## src/hw/rtl/token_class_recognizer_assert.svh

```systemverilog
// Assertion macros used by the token class recognizer controller (tcr_ctrl).
`ifndef TOKEN_CLASS_RECOGNIZER_ASSERT_SVH
`define TOKEN_CLASS_RECOGNIZER_ASSERT_SVH

`ifndef NO_ASSERTIONS

// Same-cycle implication.
`define TCR_ASSERT_IMPL(lbl, clk, rst_n, ante, cons) \
    lbl: assert property (@(posedge clk) disable iff (!rst_n) (ante) |-> (cons)) \
        else $error("token_class_recognizer: assertion failed");

// Next-cycle implication.
`define TCR_ASSERT_NEXT(lbl, clk, rst_n, ante, cons) \
    lbl: assert property (@(posedge clk) disable iff (!rst_n) (ante) |=> (cons)) \
        else $error("token_class_recognizer: assertion failed");

`else

`define TCR_ASSERT_IMPL(lbl, clk, rst_n, ante, cons)
`define TCR_ASSERT_NEXT(lbl, clk, rst_n, ante, cons)

`endif

`endif

```

## src/hw/rtl/tcr_pkg.sv

```systemverilog
package tcr_pkg;

    localparam int RSV_NUM     = 16;
    localparam int RSV_MAX_LEN = 7;
    localparam int CHAR_W      = 8;
    localparam int LEN_W       = 4;
    localparam logic [LEN_W-1:0] LEN_SAT = 4'd15;

    typedef logic [CHAR_W-1:0]  t_char;
    typedef logic [LEN_W-1:0]   t_len;
    typedef logic [RSV_NUM-1:0] t_rsv_vec;

    typedef enum logic [2:0] {
        CLS_ERROR    = 3'd0,
        CLS_IDENT    = 3'd1,
        CLS_RESERVED = 3'd2,
        CLS_INT      = 3'd3,
        CLS_SIGN     = 3'd4,
        CLS_POINT    = 3'd5,
        CLS_FLOAT    = 3'd6
    } t_cls;

    // Per-cycle command from the controller to every cell.
    typedef struct packed {
        logic adv;      // a character was taken
        logic restart;  // the token ends with this item
    } t_cell_ctl;

    localparam t_len RSV_LEN [RSV_NUM] = '{
        4'd5, 4'd3, 4'd6, 4'd5, 4'd2, 4'd4, 4'd6, 4'd4,
        4'd7, 4'd3, 4'd5, 4'd2, 4'd6, 4'd4, 4'd4, 4'd6
    };

    localparam t_char RSV_TEXT [RSV_NUM][RSV_MAX_LEN] = '{
        '{"c", "o", "n", "s", "t", 8'h00, 8'h00},
        '{"i", "n", "t", 8'h00, 8'h00, 8'h00, 8'h00},
        '{"d", "o", "u", "b", "l", "e", 8'h00},
        '{"f", "l", "o", "a", "t", 8'h00, 8'h00},
        '{"i", "f", 8'h00, 8'h00, 8'h00, 8'h00, 8'h00},
        '{"e", "l", "s", "e", 8'h00, 8'h00, 8'h00},
        '{"s", "w", "i", "t", "c", "h", 8'h00},
        '{"c", "a", "s", "e", 8'h00, 8'h00, 8'h00},
        '{"d", "e", "f", "a", "u", "l", "t"},
        '{"f", "o", "r", 8'h00, 8'h00, 8'h00, 8'h00},
        '{"w", "h", "i", "l", "e", 8'h00, 8'h00},
        '{"d", "o", 8'h00, 8'h00, 8'h00, 8'h00, 8'h00},
        '{"s", "t", "r", "i", "n", "g", 8'h00},
        '{"c", "h", "a", "r", 8'h00, 8'h00, 8'h00},
        '{"l", "i", "s", "t", 8'h00, 8'h00, 8'h00},
        '{"v", "e", "c", "t", "o", "r", 8'h00}
    };

    // Character of a reserved word at a position, zero past the table.
    function automatic t_char rsv_char(input int w, input int pos);
        if (pos < RSV_MAX_LEN) begin
            return RSV_TEXT[w][pos];
        end
        return '0;
    endfunction

endpackage

```

## src/hw/rtl/tcr_cell.sv

```systemverilog
module tcr_cell #(
    parameter int IDX = 0
) (
    input  logic               i_clk,
    input  logic               i_rst_n,
    input  tcr_pkg::t_cell_ctl i_ctl,
    input  tcr_pkg::t_char     i_char,
    input  logic               i_tok,
    output logic               o_tok,
    input  tcr_pkg::t_rsv_vec  i_match,
    output tcr_pkg::t_rsv_vec  o_match
);
    import tcr_pkg::*;

    logic  r_tok;
    logic  n_tok;
    t_char r_char;
    t_char w_char;

    // The cell holding the write token is the one at the current position.
    always_comb begin
        n_tok = r_tok;
        if (i_ctl.restart) begin
            n_tok = 1'(IDX == 0);
        end else if (i_ctl.adv) begin
            n_tok = i_tok;
        end
    end

    always_ff @(posedge i_clk) begin
        if (!i_rst_n) begin
            r_tok <= 1'(IDX == 0);
        end else begin
            r_tok <= n_tok;
        end
    end

    always_ff @(posedge i_clk) begin
        if (i_ctl.adv && r_tok) begin
            r_char <= i_char;
        end
    end

    assign w_char = r_tok ? i_char : r_char;
    assign o_tok  = r_tok;

    // Narrow the candidate set by this position's character.
    always_comb begin
        for (int w = 0; w < RSV_NUM; w++) begin
            if (IDX < int'(RSV_LEN[w])) begin
                o_match[w] = i_match[w] & (w_char == rsv_char(w, IDX));
            end else begin
                o_match[w] = i_match[w];
            end
        end
    end

endmodule

```

## src/hw/rtl/tcr_ctrl.sv

```systemverilog
`include "token_class_recognizer_assert.svh"

module tcr_ctrl (
    input  logic               i_clk,
    input  logic               i_rst_n,
    input  logic               i_valid,
    output logic               o_stall,
    input  tcr_pkg::t_char     i_char,
    input  logic               i_last,
    input  logic               i_empty,
    output logic               o_valid,
    input  logic               i_stall,
    output tcr_pkg::t_cls      o_cls,
    output tcr_pkg::t_cell_ctl o_ctl,
    input  tcr_pkg::t_rsv_vec  i_match
);
    import tcr_pkg::*;

    typedef enum logic [6:0] {
        ST_START = 7'b0000001,
        ST_SIGN  = 7'b0000010,
        ST_INT   = 7'b0000100,
        ST_POINT = 7'b0001000,
        ST_FLOAT = 7'b0010000,
        ST_IDENT = 7'b0100000,
        ST_ERROR = 7'b1000000
    } t_scan;

    t_scan    r_state;
    t_scan    n_state;
    t_scan    w_step;
    t_len     r_len;
    t_len     n_len;
    t_len     w_len_inc;
    logic     r_valid;
    logic     n_valid;
    t_cls     r_cls;
    t_cls     n_cls;
    t_cls     w_final;
    t_rsv_vec w_len_hit;
    logic     w_reserved;
    logic     w_accept;
    logic     w_end;

    assign o_stall  = r_valid & i_stall;
    assign w_accept = i_valid & ~o_stall;
    assign w_end    = i_last | i_empty;

    assign o_ctl.adv     = w_accept & ~i_empty;
    assign o_ctl.restart = w_accept & w_end;

    assign w_len_inc = (r_len != LEN_SAT) ? r_len + t_len'(1) : r_len;

    always_comb begin
        w_step = ST_ERROR;
        case (i_char) inside
            ["0":"9"]: begin
                case (r_state)
                    ST_START, ST_SIGN, ST_INT: w_step = ST_INT;
                    ST_POINT, ST_FLOAT:        w_step = ST_FLOAT;
                    ST_IDENT:                  w_step = ST_IDENT;
                    default:                   w_step = ST_ERROR;
                endcase
            end
            ["a":"z"]: begin
                case (r_state)
                    ST_START, ST_IDENT: w_step = ST_IDENT;
                    default:            w_step = ST_ERROR;
                endcase
            end
            ".": begin
                w_step = (r_state == ST_INT) ? ST_POINT : ST_ERROR;
            end
            "+", "-": begin
                w_step = (r_state == ST_START) ? ST_SIGN : ST_ERROR;
            end
            default: begin
                w_step = ST_ERROR;
            end
        endcase
    end

    always_comb begin
        for (int w = 0; w < RSV_NUM; w++) begin
            w_len_hit[w] = (w_len_inc == RSV_LEN[w]);
        end
    end

    assign w_reserved = |(i_match & w_len_hit);

    always_comb begin
        case (w_step)
            ST_IDENT: w_final = w_reserved ? CLS_RESERVED : CLS_IDENT;
            ST_INT:   w_final = CLS_INT;
            ST_SIGN:  w_final = CLS_SIGN;
            ST_POINT: w_final = CLS_POINT;
            ST_FLOAT: w_final = CLS_FLOAT;
            default:  w_final = CLS_ERROR;
        endcase
    end

    always_comb begin
        n_state = r_state;
        n_len   = r_len;
        n_valid = r_valid & i_stall;
        n_cls   = r_cls;
        if (w_accept) begin
            if (w_end) begin
                n_state = ST_START;
                n_len   = '0;
                n_valid = 1'b1;
                n_cls   = i_empty ? CLS_ERROR : w_final;
            end else begin
                n_state = w_step;
                n_len   = w_len_inc;
            end
        end
    end

    always_ff @(posedge i_clk) begin
        if (!i_rst_n) begin
            r_state <= ST_START;
            r_len   <= '0;
            r_valid <= 1'b0;
        end else begin
            r_state <= n_state;
            r_len   <= n_len;
            r_valid <= n_valid;
        end
    end

    always_ff @(posedge i_clk) begin
        r_cls <= n_cls;
    end

    assign o_valid = r_valid;
    assign o_cls   = r_cls;

    `TCR_ASSERT_NEXT(a_end_restarts, i_clk, i_rst_n, w_accept && w_end, r_state == ST_START && r_len == '0)
    `TCR_ASSERT_NEXT(a_error_sticks, i_clk, i_rst_n, w_accept && !w_end && r_state == ST_ERROR, r_state == ST_ERROR)
    `TCR_ASSERT_IMPL(a_rsv_len, i_clk, i_rst_n, w_accept && !i_empty && w_final == CLS_RESERVED, w_len_inc >= 4'd2 && w_len_inc <= 4'd7)
    `TCR_ASSERT_NEXT(a_mid_no_result, i_clk, i_rst_n, w_accept && !w_end, r_valid == $past(r_valid && i_stall))

endmodule

```

## src/hw/rtl/token_class_recognizer.sv

```systemverilog
// Channel  Valid     Stall     Payload
// input    i_valid   o_stall   i_char_code, i_last_char, i_empty_token
// output   o_valid   i_stall   o_token_class
//
// One item per cycle, back to back, while o_stall is low; the class appears in the cycle after the
// last (or empty) item, from the output register.
// The character cells compare in parallel, so the token length does not set the rate.
// Reset (i_rst_n low, synchronous) puts the scanner in its start state with
// an empty word and no result pending.
// o_stall rises only while a result waits and i_stall is high.
module token_class_recognizer #(
    parameter int MAX_WORD_LEN = 7
) (
    input  logic       i_clk,
    input  logic       i_rst_n,
    input  logic       i_valid,
    output logic       o_stall,
    input  logic [7:0] i_char_code,
    input  logic       i_last_char,
    input  logic       i_empty_token,
    output logic       o_valid,
    input  logic       i_stall,
    output logic [2:0] o_token_class
);
    import tcr_pkg::*;

    t_cell_ctl               w_ctl;
    t_cls                    w_cls;
    logic [MAX_WORD_LEN:0]   w_tok;
    t_rsv_vec                w_match [MAX_WORD_LEN+1];

    assign w_tok[0]   = 1'b0;
    assign w_match[0] = '1;

    for (genvar g = 0; g < MAX_WORD_LEN; g++) begin : g_cell
        tcr_cell #(
            .IDX (g)
        ) u_cell (
            .i_clk   (i_clk),
            .i_rst_n (i_rst_n),
            .i_ctl   (w_ctl),
            .i_char  (i_char_code),
            .i_tok   (w_tok[g]),
            .o_tok   (w_tok[g+1]),
            .i_match (w_match[g]),
            .o_match (w_match[g+1])
        );
    end

    tcr_ctrl u_ctrl (
        .i_clk   (i_clk),
        .i_rst_n (i_rst_n),
        .i_valid (i_valid),
        .o_stall (o_stall),
        .i_char  (i_char_code),
        .i_last  (i_last_char),
        .i_empty (i_empty_token),
        .o_valid (o_valid),
        .i_stall (i_stall),
        .o_cls   (w_cls),
        .o_ctl   (w_ctl),
        .i_match (w_match[MAX_WORD_LEN])
    );

    assign o_token_class = 3'(w_cls);

endmodule
```

## config.mk

```make
export PLATFORM = sky130hd
export DESIGN_NAME = token_class_recognizer
export DESIGN_NICKNAME = d
export VERILOG_FILES = /design/src/hw/rtl/tcr_pkg.sv /design/src/hw/rtl/tcr_cell.sv /design/src/hw/rtl/tcr_ctrl.sv /design/src/hw/rtl/token_class_recognizer.sv
export VERILOG_INCLUDE_DIRS = /design/src /design/src/hw/rtl
export SDC_FILE = /design/constraint.sdc
export NUM_CORES = 1
export LEC_CHECK = 0
export BUFFER_PORTS_ARGS = -buffer_cell sky130_fd_sc_hd__buf_2
export CELL_PAD_IN_SITES_DETAIL_PLACEMENT = 0
export CELL_PAD_IN_SITES_GLOBAL_PLACEMENT = 1
export CORE_MARGIN = 2
export CORE_UTILIZATION = 45
export CTS_CLUSTER_SIZE = 28
export DETAILED_ROUTE_END_ITERATION = 8
export PLACE_DENSITY = 0.79
export SYNTH_ARGS = -nofsm -noshare
export SYNTH_HDL_FRONTEND = slang
export SYNTH_HIERARCHICAL = 1
export SYNTH_SLANG_ARGS = --single-unit
export TNS_END_PERCENT = 50
```

## constraint.sdc

```tcl
create_clock -name i_clk -period 4.7 [get_ports i_clk]
set_clock_uncertainty 0.2 [all_clocks]
set_input_delay 0.94 -clock i_clk [delete_from_list [all_inputs] [get_ports i_clk]]
set_output_delay 0.94 -clock i_clk [all_outputs]
set_load 0.01 [all_outputs]
```

[Yosys cells after proc, flatten, opt, wreduce, memory -nomap -nowiden]
Cells that the tools add are included.
Storage, ports and cells
  input port bits: 14
  register bits after elaboration: 78
Cells by class
  muxes and demuxes: 22
  bitwise operators: 64
  equality and inequality tests: 71
  reduce and logical (&&, ||, !) cells: 16
  order comparisons: 4
  $add $sub $neg: 1
Operators by type and width (number)
  8-bit by 7-bit == test with 1-bit output, second input constant: 50
  1-bit AND: 59
  7-bit two-way mux: 8
  8-bit two-way mux: 7
  8-bit by 6-bit == test with 1-bit output, second input constant: 3
  7-bit one-hot mux with 3 select lines: 1
  16-bit AND: 1
  4-bit by 3-bit == test with 1-bit output, second input constant: 4
  16-bit OR reduction: 1
  3-bit one-hot mux with 5 select lines: 1
  7-bit by 2-bit == test with 1-bit output, second input constant: 2
  7-bit by 3-bit == test with 1-bit output, second input constant: 2
  7-bit by 4-bit == test with 1-bit output, second input constant: 2
  7-bit by 5-bit == test with 1-bit output, second input constant: 2
  7-bit by 6-bit == test with 1-bit output, second input constant: 2
  1-bit logical AND: 9
  4-bit by 2-bit == test with 1-bit output, second input constant: 2
  8-bit by 6-bit greater-or-equal comparator with 1-bit output, second input constant: 1
  8-bit by 7-bit greater-or-equal comparator with 1-bit output, second input constant: 1
  8-bit by 6-bit less-or-equal comparator with 1-bit output, second input constant: 1
  8-bit by 7-bit less-or-equal comparator with 1-bit output, second input constant: 1
  4-bit two-way mux: 2
  2-bit OR reduction: 4
  7-bit by 1-bit == test with 1-bit output, second input constant: 1
  other kinds (8): 11

[Longest topological paths before layout]
Gate-level depths: netlist of run 1.
  word-level depth: 12
  gate-level depth with buffers: 22
  gate-level depth less buffers: 18

[Cells and area by module]
Netlist of run 1, hierarchy kept.
Modules (own cells, without submodules)
  tcr_ctrl: cells an instance 137, sequential area each 330.3 um^2, area each 1111.1 um^2, times used 1
  tcr_cell at g_cell[3].u_cell: cells an instance 67, sequential area each 260.2 um^2, area each 726.9 um^2, times used 1
  tcr_cell at g_cell[1].u_cell: cells an instance 74, sequential area each 260.2 um^2, area each 709.4 um^2, times used 1
  tcr_cell at g_cell[2].u_cell: cells an instance 70, sequential area each 260.2 um^2, area each 701.9 um^2, times used 1
  tcr_cell at g_cell[0].u_cell: cells an instance 67, sequential area each 260.2 um^2, area each 661.9 um^2, times used 1
  tcr_cell at g_cell[4].u_cell: cells an instance 58, sequential area each 260.2 um^2, area each 613.1 um^2, times used 1
  tcr_cell at g_cell[5].u_cell: cells an instance 56, sequential area each 260.2 um^2, area each 564.3 um^2, times used 1
  tcr_cell at g_cell[6].u_cell: cells an instance 33, sequential area each 260.2 um^2, area each 465.4 um^2, times used 1
  token_class_recognizer: cells an instance 2, sequential area each 0.0 um^2, area each 7.5 um^2, times used 1

[Least setup slack after synthesis of run 1]
No wires, ideal clock.
  path type: input to register
  from: input i_char_code[7]
  to: register u_ctrl.r_cls[0] (netlist: u_ctrl/o_cls[0]), data pin
  data arrival time: 3.856 ns
  library setup time: 0.256 ns
  stages on the path: 19
  required time: 4.244 ns
  buffers on the path: 1
  slack: 0.388 ns
  cells stage by stage: and3b_1 > o211ai_1 > buf_6 > nor3_1 > nand2_1 > nor4_1 > and3b_1 > nand2_1 > nor4_1 > and3_1 > nand2_1 > nor4_1 > nor4b_2 > nand4_1 > o41ai_2 > nor2_1 > or4_1 > and3_1 > o211a_1
RTL lines
  start: declaration: RTL line token_class_recognizer.sv:18  | input logic [7:0] i_char_code,
  end signal: assignment: RTL line tcr_ctrl.sv:133  | r_cls <= n_cls;
  end: declaration: RTL line tcr_ctrl.sv:37  | t_cls r_cls;

==> results.ini, run 1 <==
[floorplan]
rows = 40
ioPinCount = 19
die_h_um = 115
core-area_mm2 = 0.0121
die_x_um = 115
start_util_pct = 46.1
die_area_mm2 = 0.0133

[detailed_routing]
routed-wl-met2_um = 6840
drcViolationCount = 0
num_vias = 4400
wl_um = 14000
drt-met1-wl_um = 6090
wl_met3_um = 526
topRoutingLayerUsed = met4
wire_per_inst_um = 18.6
via_per_inst = 5.82
drt_iter0_drc = 314
dr.pass1.iters = 5
postRouteAntennaNets = 0

[setup_path]
crit_arrival_ns = 4.35
cp-start-kind = input pin
rr_endpoint = u_ctrl/o_cls[0]
critPathSlowestCell = or4_1
cp_cell_sequence = buf_2, buf_4, or3b_1, a222oi_1, and3b_1, nand2_1, nor4_1, and3_1, nand2_1, nor4_1, nand4b_1, o41ai_2, nor2_1, or4_1, and3_1, o211a_1
cp.required_ns = 4.59
crit_type = input pin to register
cp-end-kind = register
cpPeakStageDelay_ns = 0.51
reg2reg_slack_ns = 0.29
path_max_fanout = 5
r2r-start = g_cell[2].u_cell/o_tok
rr_worst_depth = 14
cp-startpoint = i_char_code[0]

[synthesis]
synth_top_area_cell = edfxtp_1
ys_ff_latch = 78
synth_edf_count = 59
async_flop_share_pct = 0
synthFlopType = edfxtp_1
avgSynthCellArea_um2 = 9.86
netlist_instances = 564
synth_area_leaders = edfxtp_1, dfxtp_1, buf_4, nand2_1, nor4_1
ys_types = 76
yosysTopAreaCellShare_pct = 31.9
ys_seq_area_share_pct = 38.7
yosysWarnings = 6
syn_area_mm2 = 0.00556

[timing]
slew_violations = 0
max_freq_mhz = 224
finalHoldViolCount = 0
setup-tns-final_ns = 0
relSlewSlack_pct = 36.9
rsz0062_at_grt = false
period_share_pct = 94.9
setup_viol = 0
worst_slew_pin_slew_ns = 0.943
min_period_ns = 4.46

[cts]
clock_path_buffers = 2
cts_tree = yes
clockRootBuffer = clkbuf_16
clock_latency_ns = 0.33
htree_levels = 3
clk_pin_slew_ns = 0.06
cts.sinks = 78
cts_buffers = 9

[place]
gp_congestion = 0.923
hpwlAfterDp_um = 10400
io_buffer_count = 18
numPlacedInstances = 739

[min_path]
min_to = u_ctrl/r_state[6]
hp-class = register to register
hold_depth = 2
worstHoldStart = u_ctrl/r_state[6]

[finish]
layout_common_cells = edfxtp_1, nand2_1, buf_4
nFillCells = 1119
fin_cells = 756
drive_gt1_share_pct = 18.9
final_common_cell = edfxtp_1
area_growth_pct = 8.05
fin_nets = 600
antenna_cells = 0
final_util_pct = 49.8

[job]
maxCapViolations = 0

[grt]
grt_antenna_before_repair = 0
overflow = 0
grt_max_degree = 26
track_usage_pct = 22.3
grt_pass1_vias = 4435
grt_pass1_wl_um = 22600

[pwr]
ir_drop_uv = 188
p_per_area_mw_per_mm2 = 261
leakagePower_nw = 2.16

[status]
status = finished clean

[critical path: cells and delay by family]
kind / cells / cell delay (ns)
compound gates: 3 / 0.86
buf+inv: 2 / 0.26
simple gates: 11 / 2.29
[cells in the mapped netlist, drive strengths merged (3+ instances only)]
cell / n
nor3b: 19
a31oi: 9
xnor2: 3
nor4b: 15
ha: 3
o32a: 4
nor2b: 5
and4b: 3
and3b: 13
or3: 3
o211ai: 6
o21ai: 14
nor3: 27
nor4: 31
nand2: 50
o32ai: 3
nand3b: 13
a32oi: 8
a21oi: 11
nor4bb: 5
mux2i: 16
mux2: 4
dfxtp: 19
inv: 32
and4bb: 4
or3b: 6
and3: 9
o22ai: 3
a222oi: 3
and2: 14
nand3: 14
buf: 60
nand2b: 6
nor2: 25
nand4b: 5
a22oi: 7
edfxtp: 59
clkbuf: 3
[routing by layer]
layer | up-vias | track usage [%]
met1 | 2109 | 27.1
li1 | 2141 | -
met3 | 35 | 3.37
met5 | - | 0
met2 | 115 | 37.8
met4 | 0 | 12.6
[how the worst max path moves through the flow]
stage | end | slack (ns) | cells after the start
5_1_grt | u_ctrl/o_cls[0] | 0.004 | 16
6_report | u_ctrl/o_cls[0] | 0.24 | 16
4_1_cts | u_ctrl/o_cls[0] | 0.20 | 17
3_5_place_dp | u_ctrl/o_cls[0] | -0.06 | 16
2_1_floorplan | u_ctrl/o_cls[0] | 0.39 | 19
3_3_place_gp | u_ctrl/o_cls[0] | -0.008 | 16
[cell type report]
class                   count  area [um2]  area share, %
well taps                 168         210           3.50
repair buffers             56         375           6.25
multi-input cells         406        2860           47.6
clock inverters             7        65.1           1.08
clock buffers               9         225           3.75
inverters                  32         120           2.00
flip-flops and latches     78        2150           35.8
[power breakdown]
group          internal (mW)  leakage [nW]  switching (mW)
combinational         0.0506          1.33          0.0868
clock                  0.407         0.143           0.265
sequential             0.749         0.690         0.00957
[cells by family (layout without fill, tap and decap cells)]
kind of cell / count (synthesis) / count (layout) / share of synthesized area [%]
flip-flops: 78 / 78 / 38.7
adder cells (fa/ha/maj): 3 / 3 / 0.675
buffers and inverters: 95 / 104 / 11.1
XOR/XNOR: 5 / 5 / 0.788
AND/OR/NAND/NOR: 275 / 275 / 32.4
other: 2 / 17 / 0.135
multiplexers: 20 / 20 / 3.91
AO/OA/AOI/OAI: 86 / 86 / 12.3
[state kept, by name (all words and copies together), names as in the netlist]
| register | flops |
|---|---|
| u_ctrl/r_state | 7 |
| u_ctrl/o_valid | 1 |
| g_cell.u_cell/o_tok | 7 |
| g_cell.u_cell/r_char | 56 |
| u_ctrl/o_cls | 3 |
| u_ctrl/r_len | 4 |
[repair_timing]
action / 4_1_cts / 5_1_grt
resized for setup: 0 / 3
hold buffers: 0 / 0
endpoints found under the setup margin: 0 / 2
setup buffers: 0 / 1
[through the flow]
| step | hold WS (ns) | total power [mW] | worst slack (ns) | instance area (um2) |
|---|---|---|---|---|
| floorplan | 0.273 | 0.837 | 0.388 | 5620 |
| global placement | 0.312 | 0.906 | -0.00768 | 5700 |
| detailed placement | 0.326 | 0.909 | -0.0632 | 5700 |
| CTS | 0.334 | 1.59 | 0.202 | 5990 |
| global route | 0.369 | 1.62 | 0.00364 | 6010 |
| finish | 0.330 | 1.57 | 0.238 | 6010 |
No activity file was read; power rests on OpenSTA's default activity.
==> run 2, diff against run 1 <==
- CORE_ASPECT_RATIO: not set -> 0.8
==> results.ini, run 2 (synthesized netlist as in run 1, its figures left out) <==
[status]
status = finished clean

[setup_path]
cp-start-kind = input pin
reg2reg_slack_ns = 0.35
cpPeakStageDelay_ns = 0.53
cp.required_ns = 4.59
crit_arrival_ns = 4.38
cp-end-kind = register
crit_type = input pin to register
rr_endpoint = u_ctrl/o_cls[0]
r2r-start = g_cell[2].u_cell/o_tok
cp_cell_sequence = buf_2, buf_4, nand3b_1, a222oi_1, and3b_1, nand2_1, nor4_2, and3_1, nand2_1, nor4_2, nand4b_1, o41ai_2, nor2_1, or4_1, and3_1, o211a_1
path_max_fanout = 3
critPathSlowestCell = a222oi_1
cp-startpoint = i_char_code[7]
rr_worst_depth = 15

[timing]
relSlewSlack_pct = 36.6
rsz0062_at_grt = false
finalHoldViolCount = 0
setup_slack_ns = 0.212
slew_violations = 0
worst_slew_pin_slew_ns = 0.948
setup_viol = 0
min_period_ns = 4.49
hold-worst-slack_ns = 0.332
period_share_pct = 95.5
max_freq_mhz = 223

[grt]
grt_pass1_vias = 4101
grt_pass1_wl_um = 21700
grt_antenna_before_repair = 0
gr-usage-met1_pct = 31.9
met3_usage_pct = 3.24
grt_use_met2_pct = 32.3
overflow = 0
track_usage_pct = 21.3
busiest_layer = met2
grt_max_degree = 28

[pwr]
p_per_area_mw_per_mm2 = 273
ir_drop_uv = 223
power_mw = 1.65
leakagePower_nw = 2.18

[detailed_routing]
drt_iter0_drc = 404
wl_um = 13900
drcViolationCount = 0
via_per_inst = 5.97
postRouteAntennaNets = 0
dr.pass1.iters = 5
wire_per_inst_um = 18.8
num_vias = 4423

[finish]
largest_reg_flops = 56
fin_nets = 601
layout_common_cells = edfxtp_1, nand2_1, buf_4
top_register = g_cell.u_cell/r_char
antenna_cells = 0
area_growth_pct = 8.44
final_common_cell = edfxtp_1
drive_gt1_share_pct = 19.0
final_util_pct = 49.8
fin_area_mm2 = 0.00603

[floorplan]
die_x_um = 128
die_h_um = 103
start_util_pct = 45.9
rows = 36
die_area_mm2 = 0.0133
ioPinCount = 19
core-area_mm2 = 0.0121

[cts]
clockRootBuffer = clkbuf_16
htree_levels = 3
clock_latency_ns = 0.33
cts.sinks = 78
clk_pin_slew_ns = 0.06
cts_tree = yes
cts_buffers = 9
clock_path_buffers = 2

[min_path]
worstHoldStart = u_ctrl/r_state[6]
min_to = u_ctrl/r_state[6]
hp-class = register to register
hold_depth = 2

[place]
pre_cts_slack_ns = -0.117
hpwlAfterDp_um = 9980
place_area_mm2 = 0.00570
io_buffer_count = 18
gp_congestion = 0.884

[job]
maxCapViolations = 0

run 2: cell types whose count changed in the layout (fill, tap and decap cells not counted), sizes merged:
cell / delta
buf: +1
clkbuf: +1
clkinvlp: +1
inv: +2
clkinv: -5
bufinv: +1
run 2: layer usage:
| layer | part of all wire [%] | vias up |
|---|---|---|
| li1 | - | 2148 |
| met1 | 51 | 2123 |
| met2 | 43 | 133 |
| met3 | 4.6 | 19 |
| met4 | 1.1 | 0 |
| met5 | 0 | - |
run 2: power by group:
part / total, mW / switching [mW] / internal, mW
combinational: 0.137 / 0.0863 / 0.0506
clock: 0.755 / 0.285 / 0.469
sequential: 0.757 / 0.00817 / 0.749
total: 1.65 / 0.380 / 1.27
run 2: timing repair:
item | CTS | global route
setup buffers | 0 | 0
resized for setup | 0 | 3
hold buffers | 0 | 0
endpoints found under the setup margin | 0 | 2
run 2: final cells by class:
class,instances,area (um2)
inverter,32,120
fill,1051,6090
clock buffer,10,229
tap,152,190
clock inverter,6,92.6
sequential,78,2150
multi-input combinational,406,2860
timing repair buffer,57,383
run 2: worst max-delay path: cells and delay by family:
kind,cells,cell delay [ns]
buffers and inverters,2,0.23
AND/OR/NAND/NOR,11,2.09
AO/OA/AOI/OAI,3,1.12
run 2: worst max-delay path by stage:
stage / to / cells past startpoint
after floorplan: u_ctrl/o_cls[0] / 19
after global placement: u_ctrl/o_cls[0] / 16
after detailed placement: u_ctrl/o_cls[0] / 16
after CTS: u_ctrl/o_cls[0] / 17
after global routing: u_ctrl/o_cls[0] / 18
final: u_ctrl/o_cls[0] / 16
run 2: metrics by stage:
stage,setup TNS [ns],cells
after floorplan,0,579
after global placement,-0.0703,725
after detailed placement,-0.117,725
after CTS,0,741
after global routing,0,741
final,0,741
==> run 3, diff against run 2 <==
==> constraint.sdc (replaced) <==
create_clock -name i_clk -period 4.7 [get_ports i_clk]
set_clock_uncertainty 0.2 [all_clocks]
set_input_delay 0.705 -clock i_clk [delete_from_list [all_inputs] [get_ports i_clk]]
set_output_delay 0.705 -clock i_clk [all_outputs]
set_load 0.01 [all_outputs]
==> results.ini, run 3 (synthesized netlist as in run 1, its figures left out) <==
[cts]
cts_hold_buffers = 0
clk_pin_slew_ns = 0.06
clock_latency_ns = 0.35
clock_path_buffers = 2
cts.sinks = 78
clockRootBuffer = clkbuf_16
htree_levels = 3
cts_tree = yes
cts_buffers = 9

[grt]
grt_max_degree = 24
grt_antenna_before_repair = 0
grt_pass1_vias = 3920
track_usage_pct = 21.4
overflow = 0
grt_pass1_wl_um = 21400

[detailed_routing]
postRouteAntennaNets = 0
drcViolationCount = 0
via_per_inst = 6.04
wl_um = 13600
wire_per_inst_um = 18.8
drt_iter0_drc = 377
num_vias = 4390
dr.pass1.iters = 6

[place]
pre_cts_slack_ns = -0.0400
hpwlAfterDp_um = 9960
io_buffer_count = 18
place_area_mm2 = 0.00559
numPlacedInstances = 711
gp_congestion = 0.943

[floorplan]
core-area_mm2 = 0.0121
start_util_pct = 45.9
die_x_um = 128
die_area_mm2 = 0.0133
rows = 36
ioPinCount = 19
die_h_um = 103

[finish]
final_common_cell = edfxtp_1
final_util_pct = 48.8
fin_cells = 727
largest_reg_flops = 56
fin_area_mm2 = 0.00592
antenna_cells = 0
area_growth_pct = 6.37
fin_nets = 587
layout_common_cells = edfxtp_1, nand2_1, inv_1
drive_gt1_share_pct = 17.0
top_register = g_cell.u_cell/r_char

[setup_path]
cp-start-kind = input pin
path_max_fanout = 12
cpPeakStageDelay_ns = 0.52
cp-end-kind = register
cp.required_ns = 4.60
critPathSlowestCell = or4_1
cp_cell_sequence = buf_2, buf_4, nand3b_1, a222oi_1, and3b_1, nand2_1, nor4_1, and3_1, nand2_1, nor4_2, nand4b_1, o41ai_4, nor2_1, or4_1, and3_1, o211a_1
crit_arrival_ns = 4.24
crit_type = input pin to register

[pwr]
p_per_area_mw_per_mm2 = 268
ir_drop_uv = 309
leakagePower_nw = 2.12
power_mw = 1.58

[timing]
setup_slack_ns = 0.360
hold-worst-slack_ns = 0.325
period_share_pct = 92.3
relSlewSlack_pct = 33.5
setup_viol = 0
rsz0062_at_grt = false
finalHoldViolCount = 0
min_period_ns = 4.34
slew_violations = 0
max_freq_mhz = 230
setup-tns-final_ns = 0
worst_slew_pin_slew_ns = 0.994

[min_path]
hp-class = register to register

[job]
maxCapViolations = 0

[status]
status = finished clean

-- run 3: changes by cell type in the layout (fill, tap and decap cells not counted) --
cell        change
buf_4          -14
bufinv_16       -1
clkinv_4        +1
clkinvlp_4      +1
dfxtp_2         -1
dfxtp_4         +1
inv_6           -1
nor3b_1         -1
nor3b_2         +1
nor4_1          +1
nor4_2          -1
o41ai_2         -1
o41ai_4         +1
-- run 3: cell type report --
type	instances	area (um2)
multi-input combinational	406	2870
fill	1121	6200
inverter	32	120
timing repair buffer	43	278
sequential	78	2160
tap	152	190
clock buffer	10	229
clock inverter	6	70.1
-- run 3: final timing paths --
| path | startpoint | end | slack (ns) | cells after the start |
|---|---|---|---|---|
| max reg2reg | g_cell[1].u_cell/o_tok | u_ctrl/o_cls[0] | 0.37 | 15 |
| max | i_char_code[7] | u_ctrl/o_cls[0] | 0.36 | 16 |
| min reg2reg | u_ctrl/r_state[6] | u_ctrl/r_state[6] | 0.32 | 2 |
| min | u_ctrl/r_state[6] | u_ctrl/r_state[6] | 0.32 | 2 |
-- run 3: per-layer routing --
layer	vias to the layer above	routed length (um)	GRT usage [%]
li1	2116	-	-
met4	0	163	6.34
met3	14	822	4.73
met2	127	5970	32.0
met5	-	0	0
met1	2133	6690	31.1
-- run 3: worst max-delay path: cells and delay by family --
| kind | cells | cell delay (ns) |
|---|---|---|
| simple gates | 11 | 2.19 |
| compound gates | 3 | 1.02 |
| buf+inv | 2 | 0.31 |
-- run 3: report_power, final --
part           switching [mW]  total, mW  internal, mW
Combinational          0.0853      0.131        0.0461
Clock                   0.283      0.696         0.414
Sequential            0.00888      0.757         0.748
-- run 3: timing repair --
item / in CTS / in global routing
endpoints found under the setup margin: 0 / 2
resized for setup: 0 / 5
buffers inserted: 0 / 0
